[config.mk]
export PLATFORM = sky130hd
export DESIGN_NAME = trivium_keystream_cipher_core
export DESIGN_NICKNAME = d
export VERILOG_FILES = /design/src/design/tkc_pkg.sv /design/src/design/trivium_keystream_cipher_core.sv /design/src/design/tkc_datapath.sv /design/src/design/tkc_ctrl.sv
export SDC_FILE = /design/constraint.sdc
export NUM_CORES = 1
export LEC_CHECK = 0
export ABC_CLOCK_PERIOD_IN_PS = 2200
export BUFFER_PORTS_ARGS = -buffer_cell sky130_fd_sc_hd__clkbuf_2
export CAP_MARGIN = 5
export CORE_UTILIZATION = 45
export DETAILED_ROUTE_END_ITERATION = 7
export GPL_ROUTABILITY_DRIVEN = 0
export PLACE_DENSITY = 0.62
export SYNTH_ARGS = -nofsm -noshare
export SYNTH_HDL_FRONTEND = slang
export SYNTH_SLANG_ARGS = --single-unit
[constraint.sdc]
create_clock -name clk -period 2.2 [get_ports clk]
set_input_delay 0.33 -clock clk [delete_from_list [all_inputs] [get_ports clk]]
set_output_delay 0.33 -clock clk [all_outputs]
set_load 0.005 [all_outputs]
[src/design/tkc_pkg.sv]
// Shared types, constants and round logic for the Trivium keystream core.
package tkc_pkg;

	localparam int StateBits   = 288;
	localparam int HalfBits    = 40;
	localparam int ByteBits    = 8;
	localparam int CfgIdxW     = 2;
	localparam int WarmRounds  = 4 * StateBits;
	localparam int WarmCycles  = WarmRounds / ByteBits;
	localparam int WarmCntW    = $clog2(WarmCycles);

	// Input word kinds carried on tuser.
	localparam logic CmdRestart = 1'b0;
	localparam logic CmdData    = 1'b1;

	// Configuration register indexes.
	localparam logic [CfgIdxW-1:0] RegKeyFirst  = 2'd0;
	localparam logic [CfgIdxW-1:0] RegKeySecond = 2'd1;
	localparam logic [CfgIdxW-1:0] RegIvFirst   = 2'd2;
	localparam logic [CfgIdxW-1:0] RegIvSecond  = 2'd3;

	typedef logic [StateBits-1:0] state_t;

	// Controller to datapath commands.
	typedef struct packed {
		logic load;     // load the state from key and IV
		logic step;     // advance the state by eight rounds
		logic capture;  // register data XOR keystream byte
	} dp_cmd_t;

	typedef struct packed {
		state_t             st;
		logic [ByteBits-1:0] ks;
	} round8_t;

	// Bit s(n) of the cipher is held at vector bit n-1.
	function automatic round8_t round8(input state_t s_in);
		state_t  s;
		logic    t1;
		logic    t2;
		logic    t3;
		round8_t r;
		s = s_in;
		r.ks = '0;
		for (int i = 0; i < ByteBits; i++) begin
			t1 = s[65] ^ s[92];
			t2 = s[161] ^ s[176];
			t3 = s[242] ^ s[287];
			r.ks[i] = t1 ^ t2 ^ t3;
			t1 = t1 ^ (s[90] & s[91]) ^ s[170];
			t2 = t2 ^ (s[174] & s[175]) ^ s[263];
			t3 = t3 ^ (s[285] & s[286]) ^ s[68];
			s = {s[StateBits-2:0], t3};
			s[93] = t1;
			s[177] = t2;
		end
		r.st = s;
		return r;
	endfunction

	// Initial state: register MSB goes to the lowest numbered state bit.
	function automatic state_t init_state(
		input logic [HalfBits-1:0] kf,
		input logic [HalfBits-1:0] ksec,
		input logic [HalfBits-1:0] ivf,
		input logic [HalfBits-1:0] ivs
	);
		state_t s;
		s = '0;
		for (int j = 0; j < HalfBits; j++) begin
			s[j]       = kf[HalfBits-1-j];
			s[40 + j]  = ksec[HalfBits-1-j];
			s[93 + j]  = ivf[HalfBits-1-j];
			s[133 + j] = ivs[HalfBits-1-j];
		end
		s[287:285] = 3'b111;
		return s;
	endfunction

endpackage

[src/design/trivium_keystream_cipher_core.sv]
// Trivium keystream core: data byte in, data XOR keystream byte out.
// Data word: result registered in the cycle after acceptance; one word per cycle
// sustained while m_tready stays high, set by the eight-round unrolled state update.
// Restart word: a load of the state, then warm-up steps of eight rounds each,
// 1152 rounds in all, with the input held off; it gives no result.
// Reset clears the key, IV and cipher state to zeros and empties the output.
module trivium_keystream_cipher_core import tkc_pkg::*; (
	input  logic                clk,
	input  logic                arst_n,
	input  logic                s_tvalid,
	output logic                s_tready,
	input  logic [ByteBits-1:0] s_tdata,   // [7:0] data_byte
	input  logic                s_tuser,   // [0] cmd
	output logic                m_tvalid,
	input  logic                m_tready,
	output logic [ByteBits-1:0] m_tdata,   // [7:0] result_byte
	input  logic                cfg_we,
	input  logic [CfgIdxW-1:0]  cfg_index,
	input  logic [HalfBits-1:0] cfg_data
);

	dp_cmd_t cmd;

	tkc_ctrl u_ctrl (
		.clk       (clk),
		.arst_n    (arst_n),
		.in_valid  (s_tvalid),
		.in_kind   (s_tuser),
		.in_ready  (s_tready),
		.out_valid (m_tvalid),
		.out_ready (m_tready),
		.cmd       (cmd)
	);

	tkc_datapath u_datapath (
		.clk       (clk),
		.arst_n    (arst_n),
		.cfg_we    (cfg_we),
		.cfg_index (cfg_index),
		.cfg_data  (cfg_data),
		.cmd       (cmd),
		.data_in   (s_tdata),
		.data_out  (m_tdata)
	);

endmodule

[src/design/tkc_datapath.sv]
// Datapath: key and IV registers, cipher state and output byte register.
module tkc_datapath import tkc_pkg::*; (
	input  logic                clk,
	input  logic                arst_n,
	input  logic                cfg_we,
	input  logic [CfgIdxW-1:0]  cfg_index,
	input  logic [HalfBits-1:0] cfg_data,
	input  dp_cmd_t             cmd,
	input  logic [ByteBits-1:0] data_in,
	output logic [ByteBits-1:0] data_out
);

	logic [HalfBits-1:0] key_first_q;
	logic [HalfBits-1:0] key_second_q;
	logic [HalfBits-1:0] iv_first_q;
	logic [HalfBits-1:0] iv_second_q;
	state_t              state_q;
	logic [ByteBits-1:0] out_q;
	round8_t             nxt;

	// Configuration registers.
	always_ff @(posedge clk or negedge arst_n) begin
		if (!arst_n) begin
			key_first_q  <= '0;
			key_second_q <= '0;
			iv_first_q   <= '0;
			iv_second_q  <= '0;
		end else if (cfg_we) begin
			unique case (cfg_index)
				RegKeyFirst:  key_first_q  <= cfg_data;
				RegKeySecond: key_second_q <= cfg_data;
				RegIvFirst:   iv_first_q   <= cfg_data;
				RegIvSecond:  iv_second_q  <= cfg_data;
				default: ;
			endcase
		end
	end

	// Eight rounds of the cipher per cycle.
	assign nxt = round8(state_q);

	// Cipher state: load from key and IV, or step by eight rounds.
	always_ff @(posedge clk or negedge arst_n) begin
		if (!arst_n) begin
			state_q <= '0;
		end else if (cmd.load) begin
			state_q <= init_state(key_first_q, key_second_q, iv_first_q, iv_second_q);
		end else if (cmd.step) begin
			state_q <= nxt.st;
		end
	end

	// Output byte register.
	always_ff @(posedge clk) begin
		if (cmd.capture) begin
			out_q <= data_in ^ nxt.ks;
		end
	end

	assign data_out = out_q;

endmodule

[src/design/tkc_ctrl.sv]
// Controller: accepts words, sequences warm-up and holds output valid.
module tkc_ctrl import tkc_pkg::*; (
	input  logic    clk,
	input  logic    arst_n,
	input  logic    in_valid,
	input  logic    in_kind,
	output logic    in_ready,
	output logic    out_valid,
	input  logic    out_ready,
	output dp_cmd_t cmd
);

	typedef enum logic [1:0] {
		ST_IDLE = 2'b01,
		ST_WARM = 2'b10
	} ctrl_state_t;

	ctrl_state_t         state_q;
	logic [WarmCntW-1:0] warm_cnt_q;
	logic                out_valid_q;
	logic                accept;

	// Ready while idle and the output register is free or draining.
	assign in_ready = (state_q == ST_IDLE) && (!out_valid_q || out_ready);
	assign accept   = in_valid && in_ready;

	always_comb begin
		cmd.load    = accept && (in_kind == CmdRestart);
		cmd.capture = accept && (in_kind == CmdData);
		cmd.step    = cmd.capture || (state_q == ST_WARM);
	end

	// State sequencing and warm-up count.
	always_ff @(posedge clk or negedge arst_n) begin
		if (!arst_n) begin
			state_q    <= ST_IDLE;
			warm_cnt_q <= '0;
		end else begin
			unique case (state_q)
				ST_IDLE: begin
					if (cmd.load) begin
						state_q    <= ST_WARM;
						warm_cnt_q <= '0;
					end
				end
				ST_WARM: begin
					if (warm_cnt_q == WarmCntW'(WarmCycles - 1)) begin
						state_q <= ST_IDLE;
					end
					warm_cnt_q <= warm_cnt_q + 1'b1;
				end
				default: state_q <= ST_IDLE;
			endcase
		end
	end

	// Output valid flag.
	always_ff @(posedge clk or negedge arst_n) begin
		if (!arst_n) begin
			out_valid_q <= 1'b0;
		end else if (cmd.capture) begin
			out_valid_q <= 1'b1;
		end else if (out_ready) begin
			out_valid_q <= 1'b0;
		end
	end

	assign out_valid = out_valid_q;

endmodule
==> out/qor.yml <==
drt:
  via_per_inst: 5.65
  wl_per_cell_um: 20.5
  wl_mm: 46.1
  vias: 12731
  antenna_left: 0
  drcViolationCount: 0
  dr.pass1.iters: 5
  dr.first_iter.drc_count: 819
yosys:
  synthTopCellsByCount: "458 x dfrtp_1, 278 x nand2_1, 160 x mux2_2, 145 x a22o_1, 138 x a21o_1"
  ys_ff_latch: 467
  synth.area.top_cells: "dfrtp_1 59%, mux2_2 9.3%, a22o_1 6.6%"
  netlist.area_leader.share_pct: 59.2
  yosysMostFrequentCell: "dfrtp_1"
  synth_ff_type: "dfrtp_1"
  avgSynthCellArea_um2: 12.0
  synth_area_um2: 19400
  yosys.area.top_type: "dfrtp_1"
  synth_enable_flop_cells: 8
  synth-seq-area-share_pct: 60.6
  synth.distinct_cells: 39
  syn-num-nets: 1664
  netlist_instances: 1607
  synth-warning-count: 0
  async_flop_share_pct: 98.3
placement:
  dp_hpwl_mm: 29.9
  dpl-instance-area_um2: 20900
  port_buffers: 65
die:
  rows: 75
  die_y_um: 209
  die-area_um2: 43900
  ios: 66
  initial_core_util_pct: 45.9
  die_x_um: 209
  core_region_area_um2: 42200
sta:
  fin_tns_setup_ns: 0
  fmax_mhz: 496
  drv_slew: 0
  relSlewSlack_pct: 60.1
  setup_viol: 0
  rsz0062_at_grt: "no"
  period_minus_slack_ns: 2.02
  hold_viol_final: 0
  worstMarginPinSlew_ns: 0.594
  skew_ns: 0.0173
  finalCritPeriodShare_pct: 91.6
clocking:
  cts_buffer_depth: 3
  cts_resized: 0
  clock-sinks: 467
  cts_tree: "built"
  path_clk_slew_ns: 0.06
  cts.htree.levels: 2
  cts-root-buf: "clkbuf_16"
  clock_latency_ns: 0.59
  cts_buffers: 49
finish:
  finish.instance_area_um2: 22400
  area_growth_pct: 15.6
  finalNetCount: 1735
  n_antenna_cell: 0
  drive_gt1_share_pct: 21.6
global_route:
  grt-ovfl-total: 0
  antenna_found_initial: 5
  met2_usage_pct: 33.7
  globalRouteTotalUtil_pct: 21.8
  grt_use_met1_pct: 31.8
  grt_max_degree: 79
  busiest_layer: "met2"
  use_met3_pct: 3.92
  grt_pass1_vias: 12875
  grt_pass1_wl_mm: 74.7
pwr:
  seq_power_share_pct: 46.0
  p_comb_share_pct: 26.7
  power.leakage_nw: 11.2
  power.density_nw_per_um2: 1280
  switchingPower_w: 0.00895
  p_sw_share_pct: 31.3
  vdd_drop_max_mv: 0.876
  clkPwrFrac_pct: 27.3
  internal_power_w: 0.0196
status:
  status: "finished, final reports clean"
worst_setup_path:
  path_class: "flip-flop to flip-flop"
  cp-end-kind: "flip-flop"
  crit_fanout: 19
  crit_arrival_ns: 2.52
  setup.worst_path.start_class: "flip-flop"
  required_ns: 2.70
run:
  maxCapViolCount: 0
worst_hold_path:
  hold_class: "input pin to flip-flop"
## worst paths after layout
| kind | slack [ns] | to | cells after the start | start |
|---|---|---|---|---|
| worst min register to register | 0.46 | u_datapath.state_q[207]$_DFFE_PN0P_ | 2 | u_datapath.state_q[207]$_DFFE_PN0P_ |
| max in group asynchronous | 1.17 | u_datapath.iv_second_q[29]$_DFFE_PN0P_ | 3 | arst_n |
| worst max-delay path | 0.18 | u_datapath.state_q[2]$_DFFE_PN0P_ | 5 | u_ctrl.state_q[0]$_DFFE_PN1P_ |
| worst min-delay path | 0.03 | u_datapath.key_first_q[30]$_DFFE_PN0P_ | 2 | cfg_data[30] |
| worst max register to register | 0.18 | u_datapath.state_q[2]$_DFFE_PN0P_ | 5 | u_ctrl.state_q[0]$_DFFE_PN1P_ |
| min in group asynchronous | 0.26 | u_ctrl.out_valid$_DFFE_PN0P_ | 2 | arst_n |
## cell families after synthesis
family          count (synthesis)  synth area share (%)
simple gates                  429                  9.49
fa+ha+maj                       1                0.0646
buf+inv                       114                  2.47
mux                           163                  9.46
compound gates                336                  13.6
xor+xnor                       97                  4.39
flops                         467                  60.6
## layout make-up
| class | instances | area (um^2) |
|---|---|---|
| Sequential cell | 467 | 11700 |
| Clock inverter | 12 | 90.1 |
| Clock buffer | 75 | 1420 |
| Multi-Input combinational cell | 1026 | 7200 |
| Tap cell | 539 | 674 |
| Inverter | 1 | 3.75 |
| Fill cell | 3635 | 19800 |
| Timing Repair Buffer | 133 | 1260 |
## power by group through the flow
| stage | sequential (W) | clock (W) | combinational (W) |
|---|---|---|---|
| finish | 0.0131 | 0.00780 | 0.00764 |
| global route | 0.0134 | 0.00834 | 0.00840 |
| CTS | 0.0131 | 0.00801 | 0.00774 |
| detailed placement | 0.0132 | 0 | 0.00770 |
| global placement | 0.0132 | 0 | 0.00748 |
| floorplan | 0.0125 | 0 | 0.00546 |
## sequential cells by signal (all words and copies together) (netlist names)
register                 count
u_ctrl.out_valid             1
u_ctrl.state_q               2
u_ctrl.warm_cnt_q            8
u_datapath.data_out          8
u_datapath.iv_first_q       40
u_datapath.iv_second_q      40
u_datapath.key_first_q      40
u_datapath.key_second_q     40
u_datapath.state_q         288
## placed cells by master, fill, tap and decap left out, drive strengths merged, types with 3 or more instances in the layout
master / count
a21o: 138
a21oi: 18
a22o: 145
a22oi: 7
buf: 68
clkbuf: 139
clkinv: 9
dfrtp: 458
edfxtp: 8
mux2: 160
mux2i: 3
nand2: 278
nand2b: 4
nand3: 128
nor2: 5
nor2b: 3
o21ai: 6
o22ai: 16
xnor2: 80
xor2: 17
## per-layer routing
| metal | share of wire [%] | up-vias |
|---|---|---|
| li1 | - | 5800 |
| met1 | 47 | 6558 |
| met2 | 46 | 293 |
| met3 | 5.0 | 70 |
| met4 | 2.0 | 10 |
| met5 | 0.14 | - |
## timing repair
action	4_1_cts	5_1_grt
hold buffers	1	0
endpoints found under the setup margin	0	0
endpoints found under the hold margin	34	0
setup buffers	0	0
## worst max-delay path, cell delays in order (launching register included)
cell and delay [ns]:
dfstp_2 0.54, nor2b_1 0.35, a31o_4 0.42, buf_4 0.33
o22ai_1 0.12, a21oi_1 0.15
## stage by stage
step | setup WS [ns] | std cells | hold WS (ns) | total power [W] | utilization (%)
2_1_floorplan | 0.452 | 1607 | 0.0344 | 0.0180 | -
3_3_place_gp | 0.287 | 2165 | 0.277 | 0.0207 | 49.4
3_5_place_dp | 0.222 | 2165 | 0.276 | 0.0209 | 49.4
4_1_cts | 0.180 | 2253 | 0.00268 | 0.0288 | 53.0
5_1_grt | 0.108 | 2253 | 0.0231 | 0.0302 | 53.0
6_report | 0.184 | 2253 | 0.0260 | 0.0286 | 53.0
No activity file was read; power rests on OpenSTA's default activity.
